**config.mk**
```make
export PLATFORM = sky130hd
export DESIGN_NAME = char_lcd_nibble_write_sequencer
export DESIGN_NICKNAME = d
export VERILOG_FILES = /design/src/rtl/core/clnws_pkg.sv /design/src/rtl/core/clnws_front.sv /design/src/rtl/core/clnws_back.sv /design/src/rtl/core/char_lcd_nibble_write_sequencer.sv
export SDC_FILE = /design/constraint.sdc
export NUM_CORES = 1
export LEC_CHECK = 0
export BUFFER_PORTS_ARGS = -buffer_cell sky130_fd_sc_hd__buf_2
export CAP_MARGIN = 20
export CORE_ASPECT_RATIO = 2
export CORE_MARGIN = 5
export CORE_UTILIZATION = 42
export DETAILED_ROUTE_END_ITERATION = 7
export HOLD_SLACK_MARGIN = 0.03
export PLACE_DENSITY_LB_ADDON = 0.12
export SLEW_MARGIN = 20
export SYNTH_ARGS = -nofsm -noshare
export SYNTH_HDL_FRONTEND = slang
export SYNTH_SLANG_ARGS = --single-unit
```
**constraint.sdc**
```tcl
create_clock -name i_clk -period 11.95 [get_ports i_clk]
set_clock_uncertainty 0.05 [all_clocks]
set_input_delay 1.195 -clock i_clk [delete_from_list [all_inputs] [get_ports i_clk]]
set_output_delay 1.195 -clock i_clk [all_outputs]
set_load 0.005 [all_outputs]
```
**src/rtl/core/clnws_pkg.sv**
```systemverilog
// Shared types, constants and wait arithmetic of the character LCD write sequencer.
`default_nettype none
package clnws_pkg;

    localparam int WAIT_COUNTER_BITS = 24;
    localparam int US_BITS           = 14;
    localparam int TPU_BITS          = 7;
    localparam int PROD_BITS         = US_BITS + TPU_BITS;
    localparam int CMP_BITS          = (WAIT_COUNTER_BITS > PROD_BITS) ?
                                       WAIT_COUNTER_BITS : PROD_BITS;

    localparam int Q_DEPTH     = 2;
    localparam int Q_PTR_BITS  = $clog2(Q_DEPTH);
    localparam int Q_CNT_BITS  = $clog2(Q_DEPTH + 1);

    localparam logic [2:0] OP_TICK  = 3'd0;
    localparam logic [2:0] OP_CMD   = 3'd1;
    localparam logic [2:0] OP_DATA  = 3'd2;
    localparam logic [2:0] OP_INIT  = 3'd3;
    localparam logic [2:0] OP_CLEAR = 3'd4;
    localparam logic [2:0] OP_HOME  = 3'd5;

    localparam logic [1:0] CFG_TICKS_PER_US = 2'd0;
    localparam logic [1:0] CFG_ENABLE_WIDTH = 2'd1;

    localparam logic [US_BITS-1:0] US_POWER_UP  = 14'd15000;
    localparam logic [US_BITS-1:0] US_INIT_A    = 14'd4100;
    localparam logic [US_BITS-1:0] US_INIT_B    = 14'd200;
    localparam logic [US_BITS-1:0] US_BYTE      = 14'd120;
    localparam logic [US_BITS-1:0] US_LONG      = 14'd4800;

    localparam logic [7:0] CMD_CLEAR     = 8'h01;
    localparam logic [7:0] CMD_HOME      = 8'h02;
    localparam logic [7:0] CMD_ENTRY     = 8'h06;
    localparam logic [7:0] CMD_DISP_OFF  = 8'h08;
    localparam logic [7:0] CMD_DISP_ON   = 8'h0E;
    localparam logic [7:0] CMD_FUNC_SET  = 8'h28;
    localparam logic [3:0] NIB_WAKE      = 4'h3;
    localparam logic [3:0] NIB_FOUR_BIT  = 4'h2;

    typedef enum logic [2:0] {
        REQ_NONE,
        REQ_CMD,
        REQ_DATA,
        REQ_INIT,
        REQ_CLEAR,
        REQ_HOME
    } t_req;

    typedef struct packed {
        t_req       kind;
        logic [7:0] byte_value;
    } t_qent;

    function automatic logic [WAIT_COUNTER_BITS-1:0] f_wait_ticks(
        input logic [US_BITS-1:0]  us,
        input logic [TPU_BITS-1:0] tpu
    );
        logic [PROD_BITS-1:0]         prod;
        logic [CMP_BITS-1:0]          wide;
        logic [CMP_BITS-1:0]          lim;
        logic [WAIT_COUNTER_BITS-1:0] res;
        prod = PROD_BITS'(us) * PROD_BITS'(tpu);
        wide = CMP_BITS'(prod);
        lim  = CMP_BITS'({WAIT_COUNTER_BITS{1'b1}});
        if (wide > lim) begin
            res = '1;
        end else begin
            res = WAIT_COUNTER_BITS'(wide);
        end
        if (res == '0) begin
            res = WAIT_COUNTER_BITS'(1);
        end
        return res;
    endfunction

endpackage
`default_nettype wire

```
**src/rtl/core/clnws_front.sv**
```systemverilog
// Front end: takes input items, classifies the op and queues them for the sequencer.
`default_nettype none
module clnws_front (
    input  wire logic             i_clk,
    input  wire logic             i_rst_n,
    input  wire logic             i_tvalid,
    output logic                  o_tready,
    input  wire logic [2:0]       i_op,
    input  wire logic [7:0]       i_byte_value,
    output logic                  o_q_valid,
    input  wire logic             i_q_ready,
    output clnws_pkg::t_qent      o_q_ent
);

    clnws_pkg::t_qent                     r_mem [clnws_pkg::Q_DEPTH];
    logic [clnws_pkg::Q_PTR_BITS-1:0]     r_wptr;
    logic [clnws_pkg::Q_PTR_BITS-1:0]     r_rptr;
    logic [clnws_pkg::Q_CNT_BITS-1:0]     r_count;
    logic [clnws_pkg::Q_PTR_BITS-1:0]     n_wptr;
    logic [clnws_pkg::Q_PTR_BITS-1:0]     n_rptr;
    logic [clnws_pkg::Q_CNT_BITS-1:0]     n_count;
    logic                                 push;
    logic                                 pop;
    clnws_pkg::t_qent                     ent_in;

    function automatic clnws_pkg::t_req f_classify(input logic [2:0] op);
        clnws_pkg::t_req k;
        case (op)
            clnws_pkg::OP_CMD:   k = clnws_pkg::REQ_CMD;
            clnws_pkg::OP_DATA:  k = clnws_pkg::REQ_DATA;
            clnws_pkg::OP_INIT:  k = clnws_pkg::REQ_INIT;
            clnws_pkg::OP_CLEAR: k = clnws_pkg::REQ_CLEAR;
            clnws_pkg::OP_HOME:  k = clnws_pkg::REQ_HOME;
            default:             k = clnws_pkg::REQ_NONE;
        endcase
        return k;
    endfunction

    assign o_tready  = (r_count != clnws_pkg::Q_CNT_BITS'(clnws_pkg::Q_DEPTH));
    assign o_q_valid = (r_count != '0);
    assign o_q_ent   = r_mem[r_rptr];
    assign push      = i_tvalid && o_tready;
    assign pop       = o_q_valid && i_q_ready;

    always_comb begin
        ent_in.kind       = f_classify(i_op);
        ent_in.byte_value = i_byte_value;
        n_wptr  = push ? r_wptr + 1'b1 : r_wptr;
        n_rptr  = pop ? r_rptr + 1'b1 : r_rptr;
        n_count = r_count;
        if (push && !pop) begin
            n_count = r_count + 1'b1;
        end else if (pop && !push) begin
            n_count = r_count - 1'b1;
        end
    end

    always_ff @(posedge i_clk) begin
        if (push) begin
            r_mem[r_wptr] <= ent_in;
        end
    end

    always_ff @(posedge i_clk) begin
        if (!i_rst_n) begin
            r_wptr  <= '0;
            r_rptr  <= '0;
            r_count <= '0;
        end else begin
            r_wptr  <= n_wptr;
            r_rptr  <= n_rptr;
            r_count <= n_count;
        end
    end

endmodule
`default_nettype wire

```
**src/rtl/core/clnws_back.sv**
```systemverilog
// Back end: runs the pin sequencer one tick per queued item and registers the result.
`default_nettype none
module clnws_back (
    input  wire logic             i_clk,
    input  wire logic             i_rst_n,
    input  wire logic             i_q_valid,
    output logic                  o_q_ready,
    input  clnws_pkg::t_qent      i_q_ent,
    input  wire logic             i_cfg_valid,
    input  wire logic [1:0]       i_cfg_index,
    input  wire logic [7:0]       i_cfg_data,
    output logic                  o_tvalid,
    input  wire logic             i_tready,
    output logic [7:0]            o_tdata
);

    localparam int WB = clnws_pkg::WAIT_COUNTER_BITS;

    localparam logic [3:0] STEP_NONE       = 4'd0;
    localparam logic [3:0] STEP_POWER_WAIT = 4'd1;
    localparam logic [3:0] STEP_NIB_A      = 4'd2;
    localparam logic [3:0] STEP_NIB_B      = 4'd3;
    localparam logic [3:0] STEP_NIB_C      = 4'd4;
    localparam logic [3:0] STEP_FUNC       = 4'd5;
    localparam logic [3:0] STEP_OFF        = 4'd6;
    localparam logic [3:0] STEP_CLEAR      = 4'd7;
    localparam logic [3:0] STEP_ENTRY      = 4'd8;
    localparam logic [3:0] STEP_ON         = 4'd9;

    typedef enum logic [2:0] {
        PH_IDLE,
        PH_HI_ON,
        PH_HI_OFF,
        PH_LO_ON,
        PH_LO_OFF,
        PH_WAIT
    } t_phase;

    typedef struct packed {
        t_phase          phase;
        logic [WB-1:0]   wait_count;
        logic [7:0]      held;
        logic [3:0]      step;
        logic            long_pend;
        logic            rs;
        logic            en;
        logic [3:0]      nib;
    } t_seq;

    t_seq                              r_seq;
    t_seq                              n_seq;
    t_seq                              a_seq;
    logic [clnws_pkg::TPU_BITS-1:0]    r_tpu;
    logic [7:0]                        r_enw;
    logic                              r_out_valid;
    logic [7:0]                        r_out_data;
    logic                              pop;
    logic                              req;
    logic                              rej;
    logic                              active;
    logic [WB-1:0]                     en_t;
    logic [WB-1:0]                     dec;
    logic [WB-1:0]                     wt_power;
    logic [WB-1:0]                     wt_fin;
    logic [clnws_pkg::US_BITS-1:0]     fin_us;
    logic [3:0]                        nstep;

    function automatic t_seq f_byte(input t_seq s, input logic rs, input logic [7:0] b,
                                    input logic lw, input logic [WB-1:0] et);
        t_seq r;
        r            = s;
        r.held       = b;
        r.long_pend  = lw;
        r.rs         = rs;
        r.en         = 1'b1;
        r.nib        = b[7:4];
        r.phase      = PH_HI_ON;
        r.wait_count = et;
        return r;
    endfunction

    function automatic t_seq f_nib(input t_seq s, input logic [3:0] n,
                                   input logic [WB-1:0] et);
        t_seq r;
        r            = s;
        r.held       = {4'd0, n};
        r.long_pend  = 1'b0;
        r.rs         = 1'b0;
        r.en         = 1'b1;
        r.nib        = n;
        r.phase      = PH_LO_ON;
        r.wait_count = et;
        return r;
    endfunction

    assign o_q_ready = !r_out_valid || i_tready;
    assign pop       = i_q_valid && o_q_ready;
    assign o_tvalid  = r_out_valid;
    assign o_tdata   = r_out_data;

    always_comb begin
        en_t     = (r_enw == '0) ? WB'(1) : WB'(r_enw);
        wt_power = clnws_pkg::f_wait_ticks(clnws_pkg::US_POWER_UP, r_tpu);
        req      = (i_q_ent.kind != clnws_pkg::REQ_NONE);
        rej      = (r_seq.phase != PH_IDLE) && req;

        a_seq = r_seq;
        if (r_seq.phase == PH_IDLE && req) begin
            a_seq.step = STEP_NONE;
            case (i_q_ent.kind)
                clnws_pkg::REQ_CMD:
                    a_seq = f_byte(a_seq, 1'b0, i_q_ent.byte_value, 1'b0, en_t);
                clnws_pkg::REQ_DATA:
                    a_seq = f_byte(a_seq, 1'b1, i_q_ent.byte_value, 1'b0, en_t);
                clnws_pkg::REQ_INIT: begin
                    a_seq.step       = STEP_POWER_WAIT;
                    a_seq.en         = 1'b0;
                    a_seq.phase      = PH_WAIT;
                    a_seq.wait_count = wt_power;
                end
                clnws_pkg::REQ_CLEAR:
                    a_seq = f_byte(a_seq, 1'b0, clnws_pkg::CMD_CLEAR, 1'b1, en_t);
                clnws_pkg::REQ_HOME:
                    a_seq = f_byte(a_seq, 1'b0, clnws_pkg::CMD_HOME, 1'b1, en_t);
                default: a_seq = r_seq;
            endcase
        end
        active = (a_seq.phase != PH_IDLE);

        if (a_seq.phase == PH_WAIT) begin
            fin_us = clnws_pkg::US_LONG;
        end else if (a_seq.step == STEP_NIB_A) begin
            fin_us = clnws_pkg::US_INIT_A;
        end else if (a_seq.step == STEP_NIB_B || a_seq.step == STEP_NIB_C) begin
            fin_us = clnws_pkg::US_INIT_B;
        end else begin
            fin_us = clnws_pkg::US_BYTE;
        end
        wt_fin = clnws_pkg::f_wait_ticks(fin_us, r_tpu);

        dec   = (a_seq.wait_count != '0) ? a_seq.wait_count - 1'b1 : a_seq.wait_count;
        nstep = a_seq.step + 4'd1;
        n_seq = a_seq;
        if (active) begin
            n_seq.wait_count = dec;
            if (dec == '0) begin
                case (a_seq.phase)
                    PH_HI_ON: begin
                        n_seq.en         = 1'b0;
                        n_seq.phase      = PH_HI_OFF;
                        n_seq.wait_count = en_t;
                    end
                    PH_HI_OFF: begin
                        n_seq.en         = 1'b1;
                        n_seq.nib        = a_seq.held[3:0];
                        n_seq.phase      = PH_LO_ON;
                        n_seq.wait_count = en_t;
                    end
                    PH_LO_ON: begin
                        n_seq.en         = 1'b0;
                        n_seq.phase      = PH_LO_OFF;
                        n_seq.wait_count = en_t;
                    end
                    PH_LO_OFF: begin
                        n_seq.en         = 1'b0;
                        n_seq.phase      = PH_WAIT;
                        n_seq.wait_count = wt_fin;
                    end
                    PH_WAIT: begin
                        if (a_seq.long_pend) begin
                            n_seq.long_pend  = 1'b0;
                            n_seq.en         = 1'b0;
                            n_seq.phase      = PH_WAIT;
                            n_seq.wait_count = wt_fin;
                        end else if (a_seq.step >= STEP_POWER_WAIT && a_seq.step < STEP_ON) begin
                            n_seq.step = nstep;
                            case (nstep)
                                STEP_NIB_A: n_seq = f_nib(n_seq, clnws_pkg::NIB_WAKE, en_t);
                                STEP_NIB_B: n_seq = f_nib(n_seq, clnws_pkg::NIB_WAKE, en_t);
                                STEP_NIB_C: n_seq = f_nib(n_seq, clnws_pkg::NIB_FOUR_BIT, en_t);
                                STEP_FUNC:
                                    n_seq = f_byte(n_seq, 1'b0, clnws_pkg::CMD_FUNC_SET,
                                                   1'b0, en_t);
                                STEP_OFF:
                                    n_seq = f_byte(n_seq, 1'b0, clnws_pkg::CMD_DISP_OFF,
                                                   1'b0, en_t);
                                STEP_CLEAR:
                                    n_seq = f_byte(n_seq, 1'b0, clnws_pkg::CMD_CLEAR,
                                                   1'b1, en_t);
                                STEP_ENTRY:
                                    n_seq = f_byte(n_seq, 1'b0, clnws_pkg::CMD_ENTRY,
                                                   1'b0, en_t);
                                STEP_ON:
                                    n_seq = f_byte(n_seq, 1'b0, clnws_pkg::CMD_DISP_ON,
                                                   1'b0, en_t);
                                default: begin
                                    n_seq.step       = STEP_NONE;
                                    n_seq.phase      = PH_IDLE;
                                    n_seq.wait_count = '0;
                                end
                            endcase
                        end else begin
                            n_seq.step       = STEP_NONE;
                            n_seq.phase      = PH_IDLE;
                            n_seq.wait_count = '0;
                        end
                    end
                    default: begin
                        n_seq.step       = STEP_NONE;
                        n_seq.phase      = PH_IDLE;
                        n_seq.wait_count = '0;
                    end
                endcase
            end
        end
    end

    always_ff @(posedge i_clk) begin
        if (!i_rst_n) begin
            r_seq.phase      <= PH_IDLE;
            r_seq.wait_count <= '0;
            r_seq.held       <= '0;
            r_seq.step       <= STEP_NONE;
            r_seq.long_pend  <= 1'b0;
            r_seq.rs         <= 1'b0;
            r_seq.en         <= 1'b0;
            r_seq.nib        <= '0;
            r_tpu            <= clnws_pkg::TPU_BITS'(4);
            r_enw            <= 8'd1;
            r_out_valid      <= 1'b0;
            r_out_data       <= '0;
        end else begin
            if (pop) begin
                r_seq      <= n_seq;
                r_out_data <= {rej, active, a_seq.nib, a_seq.en, a_seq.rs};
            end
            if (o_q_ready) begin
                r_out_valid <= i_q_valid;
            end
            if (i_cfg_valid) begin
                case (i_cfg_index)
                    clnws_pkg::CFG_TICKS_PER_US: r_tpu <= i_cfg_data[clnws_pkg::TPU_BITS-1:0];
                    clnws_pkg::CFG_ENABLE_WIDTH: r_enw <= i_cfg_data;
                    default: r_enw <= r_enw;
                endcase
            end
        end
    end

endmodule
`default_nettype wire

```
**src/rtl/core/char_lcd_nibble_write_sequencer.sv**
```systemverilog
// Top level of the 4-bit character LCD write sequencer.
//
//   channel   direction   payload
//   i_s_*     in          op, byte_value
//   o_m_*     out         reg_select, enable, bus_nibble, busy_res, rejected
//   i_cfg_*   in          index 0 ticks_per_us, index 1 enable_width
//
// Each input item is one sequencer tick and yields one output item; one item per cycle
// while the output is not stalled. An item passes through the input queue and then the
// output register. Each sequencer step is computed combinationally and registered.
// Reset is synchronous and returns all pins low, the sequencer idle and the registers
// to ticks_per_us 4 and enable_width 1. An output stall backs up into the queue and then
// drops o_s_tready; configuration writes are always taken.
`default_nettype none
module char_lcd_nibble_write_sequencer (
    input  wire logic        i_clk,
    input  wire logic        i_rst_n,
    input  wire logic        i_s_tvalid,
    output logic             o_s_tready,
    input  wire logic [15:0] i_s_tdata,   // [2:0] op, [10:3] byte_value, [15:11] zero
    output logic             o_m_tvalid,
    input  wire logic        i_m_tready,
    output logic [7:0]       o_m_tdata,   // [0] reg_select, [1] enable, [5:2] bus_nibble,
                                          // [6] busy_res, [7] rejected
    input  wire logic        i_cfg_valid,
    output logic             o_cfg_ready,
    input  wire logic [1:0]  i_cfg_index,
    input  wire logic [7:0]  i_cfg_data
);

    logic             q_valid;
    logic             q_ready;
    clnws_pkg::t_qent q_ent;

    assign o_cfg_ready = 1'b1;

    clnws_front u_front (
        .i_clk        (i_clk),
        .i_rst_n      (i_rst_n),
        .i_tvalid     (i_s_tvalid),
        .o_tready     (o_s_tready),
        .i_op         (i_s_tdata[2:0]),
        .i_byte_value (i_s_tdata[10:3]),
        .o_q_valid    (q_valid),
        .i_q_ready    (q_ready),
        .o_q_ent      (q_ent)
    );

    clnws_back u_back (
        .i_clk       (i_clk),
        .i_rst_n     (i_rst_n),
        .i_q_valid   (q_valid),
        .o_q_ready   (q_ready),
        .i_q_ent     (q_ent),
        .i_cfg_valid (i_cfg_valid),
        .i_cfg_index (i_cfg_index),
        .i_cfg_data  (i_cfg_data),
        .o_tvalid    (o_m_tvalid),
        .i_tready    (i_m_tready),
        .o_tdata     (o_m_tdata)
    );

endmodule
`default_nettype wire

```
======== Word-level counts from Yosys, hierarchy flattened ========
Memories as Yosys holds them, arrays and structs flattened. A register that Yosys moved wholly into a read port is not among the register bits.
Cells that the tools add are included.
word-level totals
  logic and storage cells ................. 134
  bits in latches ......................... 0
  memory bits (read-only) ................. 0
  bits in writable memories ............... 22
  bits in registers ....................... 74
  memories kept ........................... 1
memories
  memory         words  width  rd ports  clocked after Yosys merged registers in  write ports  RTL line           RTL
  u_front.r_mem  2      11     1         1                                        1            clnws_front.sv:15  clnws_pkg::t_qent r_mem [clnws_pkg::Q_DEPTH];
cells by class
  div/mod/pow operators ................... 0
  bitwise operators ....................... 0
  multiply operators ...................... 2
  magnitude comparators ................... 2
  reductions and logical operators ........ 37
  shift operators ......................... 0
  equal/unequal tests ..................... 28
  $add $sub $neg .......................... 6
  muxes and demuxes ....................... 43
operators by type and width
  cell                                                                   count
  46-bit 2-to-1 mux                                                      3
  27-bit one-hot mux with 5 select lines                                 1
  24-bit zero test                                                       3
  8-bit one-hot mux with 7 select lines                                  1
  27-bit 2-to-1 mux                                                      2
  27-bit one-hot mux with 2 select lines                                 1
  26-bit one-hot mux with 2 select lines                                 1
  21-bit 2-to-1 mux                                                      2
  8-bit 2-to-1 mux                                                       4
  4-bit one-hot mux with 2 select lines                                  4
  14-bit 2-to-1 mux                                                      2
  7-bit one-hot mux with 4 select lines                                  1
  24-bit 2-to-1 mux                                                      1
  8-bit one-hot mux with 3 select lines                                  1
  24-bit nonzero test                                                    1
  24-bit by 1-bit subtractor with 24-bit output, second input constant   1
  14-bit by 7-bit multiplier with 21-bit output                          1
  4-bit by 3-bit equality test with 1-bit output, second input constant  5
  3-bit by 2-bit equality test with 1-bit output, second input constant  6
  3-bit equality test, second input constant                             6
  11-bit by 7-bit multiplier with 18-bit output, first input constant    1
  4-bit by 2-bit equality test with 1-bit output, second input constant  4
  3-bit one-hot mux with 5 select lines                                  1
  12-bit 2-to-1 mux                                                      1
  31 further kinds                                                       64

======== Depth between registers and ports, before layout ========
  depth in word-level cells ............... 17
  mapped depth ............................ 37
  depth with buffers taken out ............ 30

======== Hierarchy ========
A second synthesis with hierarchy kept.
second synthesis, totals
  cell total of the unflattened synthesis .. 1,219
  area total of the unflattened synthesis .. 9,923.3 sq um
by module, submodules not included
  module                           area each (sq um)  cells an instance  times used
  clnws_back                       8,868.5            1,155              1
  clnws_front                      1,043.5            62                 1
  char_lcd_nibble_write_sequencer  11.3               2                  1

======== Worst setup path after synthesis ========
Ideal clock, no wire load.
  path kind ............................... reg2reg
  from .................................... register u_back.r_seq[43] (netlist name)
  to ...................................... register u_back.r_seq[19] (netlist name)
  cell stages (with the launch flop) ...... 34
  data arrival time ....................... 7.151 ns
  setup time .............................. 0.060 ns
  period minus slack after synthesis ...... 7.261 ns
  buffers on the path ..................... 4
  required time ........................... 11.840 ns
  setup slack ............................. 4.689 ns
  path through ............................ dfxtp_1 > clkbuf_1 > nor3_2 > nand4_1 > and2_1 > clkbuf_1 > clkbuf_1 > a21oi_1 > inv_1 > ha_1 > buf_2 > nand2_1 > a21oi_1 > nor2_1 > and2_1 > fa_1 > ha_1 > inv_1 > fa_1 > fa_1 > inv_1 > ha_1 > o21ai_0 > a21oi_1 > o21ai_0 > a21boi_0 > o21ai_0 > a21oi_1 > o41ai_1 > xnor2_1 > nor4_1 > nand4_1 > o311ai_0 > and3_1
on the way
  longest elaborated chain between the ends .. 15
  elaborated cells between the ends (all ways) .. 44
  classes of those cells .................. add/sub (2); mul (1); order compare (2); eq/ne (16); mux (13); reduce/logical (10)
RTL lines
  item                                                                                                              RTL line           RTL
  start: declaration                                                                                                clnws_back.sv:50   t_seq r_seq;
  start signal: assignment                                                                                          clnws_back.sv:234  r_seq <= n_seq;
  3-bit zero test                                                                                                   clnws_back.sv:108  if (r_seq.phase == PH_IDLE && req) begin
  1-bit logical AND                                                                                                 clnws_back.sv:108
  46-bit 2-to-1 mux (*)                                                                                             clnws_back.sv:108
  4-bit by 2-bit equality test with 1-bit output or 4-bit by 3-bit equality test with 1-bit output (tied branches)  clnws_back.sv:134  end else if (a_seq.step == STEP_NIB_B || a_seq.step == STEP_NIB_C) begin
  1-bit logical OR                                                                                                  clnws_back.sv:134
  8-bit 2-to-1 mux                                                                                                  clnws_back.sv:134
  14-bit 2-to-1 mux                                                                                                 clnws_back.sv:132  end else if (a_seq.step == STEP_NIB_A) begin
  14-bit 2-to-1 mux                                                                                                 clnws_back.sv:130  if (a_seq.phase == PH_WAIT) begin
  14-bit by 7-bit multiplier with 21-bit output                                                                     clnws_pkg.sv:63    prod = PROD_BITS'(us) * PROD_BITS'(tpu);
  24-bit zero test                                                                                                  clnws_pkg.sv:71    if (res == '0) begin
  21-bit 2-to-1 mux                                                                                                 clnws_pkg.sv:71
  27-bit 2-to-1 mux                                                                                                 clnws_back.sv:170  if (a_seq.long_pend) begin
  27-bit one-hot mux with 5 select lines                                                                            clnws_back.sv:147  case (a_seq.phase)
  46-bit 2-to-1 mux                                                                                                 clnws_back.sv:146  if (dec == '0) begin
  46-bit 2-to-1 mux (*)                                                                                             clnws_back.sv:144  if (active) begin
Every way passes the cells marked *; elsewhere a longest branch is shown, timed or not.
A chain may end at the register's enable or synchronous reset.

======== Worst setup path after layout ========
  from .................................... register u_back.r_tpu[5] (netlist name)
  to ...................................... register u_back.r_seq[44] (netlist name)
on the way
  longest elaborated chain between the ends .. 10
  elaborated cells between the ends (all ways) .. 11
  classes of those cells .................. add/sub (1); mul (1); mux (6); reduce/logical (3)
RTL lines
  item                                                                                  RTL line           RTL
  start: declaration                                                                    clnws_back.sv:53   logic [clnws_pkg::TPU_BITS-1:0] r_tpu;
  start signal: assignment                                                              clnws_back.sv:228  r_tpu <= clnws_pkg::TPU_BITS'(4);
  start signal: assignment                                                              clnws_back.sv:242  clnws_pkg::CFG_TICKS_PER_US: r_tpu <= i_cfg_data[clnws_pkg::TPU_BITS-1:0];
  11-bit by 7-bit multiplier with 18-bit output (*)                                     clnws_pkg.sv:63
  24-bit zero test                                                                      clnws_pkg.sv:71
  21-bit 2-to-1 mux (*)                                                                 clnws_pkg.sv:71
  27-bit one-hot mux with 2 select lines (*)                                            clnws_back.sv:110  case (i_q_ent.kind)
  46-bit 2-to-1 mux (*)                                                                 clnws_back.sv:108
  24-bit by 1-bit subtractor with 24-bit output or 24-bit nonzero test (tied branches)  clnws_back.sv:141  dec = (a_seq.wait_count != '0) ? a_seq.wait_count - 1'b1 : a_seq.wait_count;
  24-bit 2-to-1 mux (*)                                                                 clnws_back.sv:141
  24-bit zero test (*)                                                                  clnws_back.sv:146
  46-bit 2-to-1 mux (*)                                                                 clnws_back.sv:146
  46-bit 2-to-1 mux (*)                                                                 clnws_back.sv:144
Marks and branches as above.

==> results.toml <==
[clock_network]
clk_latency_ns = 0.38
clock_sinks = 93
hold_buffers = 0
clk_path_buf_depth = 2
root_buffer = "clkbuf_16"
path_clk_slew_ns = 0.07
htree_levels = 3
cts_tree = "built"
cts.repair.resized = 0
postCtsSetupBuffers = 0
cts_made_buffers = 9

[final_layout]
regArea_um2 = 2080
multiInputGateArea_um2 = 7240
syn2layout_area_growth_pct = 6.93
fillers = 2473
num_antenna_cells = 0
drive_gt1_share_pct = 8.39
fin_nets = 1409

[setup_path]
crit_path_start_kind = "register"
cp-end-kind = "register"
critPathMaxFanout = 19
criticalPathCategory = "register to register"
worstPathRequired_ns = 12.20
critPathArrivalTime_ns = 9.71

[place]
portBuffers = 35
finalWeightedCongestion = 0.948
dp_hpwl_um = 27500
pre_cts_ws_ns = 2.59

[synthesis]
syn_area_um2 = 10000
synth_cells = 1232
synth_top_family_by_area = "compound AO/OA/AOI/OAI gates"
ys.flop_type = "dfxtp_1"
yosysMostFrequentCell = "nor2_1"
yosysWarnings = 0
synth_adder_area_share_pct = 21.0
muxShareOfSynthArea_pct = 2.94
ys_ff_latch = 93
synth-simple-area-share_pct = 20.9
synth_nets = 1406
avgSynthCellArea_um2 = 8.12
yosysTopAreaCell = "dfxtp_1"
async_flop_share_pct = 0
synth_area_leaders = "dfxtp_1 (14%), ha_1 (13%), fa_1 (8.2%)"
synth_edf_count = 22
synth_compound_area_share_pct = 23.2
synth_cell_types = 92
yosys-top-cells-count = "nor2_1 (138), ha_1 (102), nand2_1 (99)"
synth_xor_area_share_pct = 4.20
ys_seq_area_share_pct = 20.8
synth_top_area_share_pct = 14.2

[timing]
slew_headroom_pct = 15.2
drv_slew = 0
rsz0062_at_grt = "false"
max_freq_mhz = 106
finalCritPeriodShare_pct = 79.2
fin_setup_tns_ns = 0
setup_ws_ns = 2.49
setup_viol = 0
period_minus_slack_ns = 9.46
hold_violations = 0
tightest_slew_ns = 1.24

[pwr]
pwr_density_cell_nw_per_um2 = 224
p_leak_nw = 4.66
power_mw = 2.39
vdd_ir_drop_max_v = 0.000167

[min_path]
hp-class = "register to register"

[detailed_routing]
drt_wl_total_um = 34700
viasPerCell = 6.23
drt_iter0_markers = 466
num_vias = 9510
wl_per_cell_um = 22.7
antenna_left = 0
drtPass1Iterations = 5
drc = 0

[global_routing]
grt_max_degree = 45
antenna_found_initial = 0
grt_pass1_wl_um = 53100
grt_pass1_vias = 9594
grt-ovfl-total = 0
gr-usage-all-layers_pct = 25.4

[floorplanning]
die_h_um = 228
dieWidth_um = 119
dieArea_um2 = 27200
start_util_pct = 42.1
num_rows = 80
io_pins = 42
core-area_um2 = 23700

[status]
outcome = "finished clean"

[job]
drv_cap = 0
[final timing paths]
kind                     start                 to  slack (ns)  cells after the start
max            u_back.r_tpu[5]   u_back.r_seq[44]        2.49                     26
min          u_back.o_tdata[4]  u_back.o_tdata[4]        0.41                      2
max reg2reg    u_back.r_tpu[5]   u_back.r_seq[44]        2.49                     26
min reg2reg  u_back.o_tdata[4]  u_back.o_tdata[4]        0.41                      2
[critical path: stages (launching register included)]
cell       delay, ns
dfxtp_1         0.64
inv_1           0.37
ha_1            0.34
ha_1            0.19
or2_2           0.29
fa_1            0.51
inv_1           0.05
fa_1            0.50
inv_1           0.04
ha_1            0.45
nand2_1         0.09
a211oi_1        0.47
o32ai_1         0.19
xnor2_1         0.55
nor4_2          0.11
nand4_1         0.24
o21ai_0         0.18
nor2_1          0.30
ha_1            0.36
nand2_1         0.19
a2111oi_4       0.50
and3_1          0.41
mux2_2          0.45
a2111oi_2       0.43
nand4_2         0.62
or4_1           0.71
a21oi_1         0.14
[state kept, by name, indices dropped and copies added (netlist names), named ones only]
register and flops:
u_front.r_count 2, u_back.o_tdata 8, u_front.r_rptr 1, u_back.o_tvalid 1, u_front.r_wptr 1, u_front.r_mem 22, u_back.r_seq 42, u_back.r_tpu 7
u_back.r_enw 8
[cells in the final DEF, fill, tap and decap left out, drive strengths merged, types with 31 or more instances in the layout]
cell type and instances:
nor2 138, ha 102, nand2 100, inv 99
a21oi 92, dfxtp 71, o21ai 68, buf 54
fa 41, nor3 36, xnor2 31
[power breakdown]
group	internal [mW]	switching, mW
logic	0.538	1.08
registers	0.401	0.0560
clock network	0.187	0.135
[stage by stage]
step | utilization (%) | hold slack (ns) | cells | cell area [µm²]
after floorplan | - | 0.394 | 1232 | 10000
after global placement | 43.7 | 0.393 | 1511 | 10400
after CTS | 45.1 | 0.408 | 1527 | 10700
after detailed placement | 43.7 | 0.397 | 1511 | 10400
after global routing | 45.1 | 0.433 | 1527 | 10700
final | 45.1 | 0.410 | 1527 | 10700
[kinds of logic after synthesis]
family	count (synthesis)
buffers and inverters	161
other	1
multiplexers	29
adder cells (fa/ha/maj)	143
AO/OA/AOI/OAI	341
XOR/XNOR	48
AND/OR/NAND/NOR	416
flip-flops	93
[metal layers]
metal / GRT usage [%] / wire length (µm) / share of wire (%)
met3: 2.90 / 1120 / 3.2
met4: 21.0 / 3230 / 9.3
met1: 22.2 / 11100 / 32
met5: 0 / 0 / 0
met2: 49.6 / 19300 / 56
[final cells by class]
class,instances,area share [%]
multi-input cells,978,67.7
well taps,287,3.36
repair buffers,54,2.97
clock inverters,2,0.363
inverters,99,3.48
clock buffers,14,2.67
flip-flops and latches,93,19.5
No activity file was read; power rests on OpenSTA's default activity.
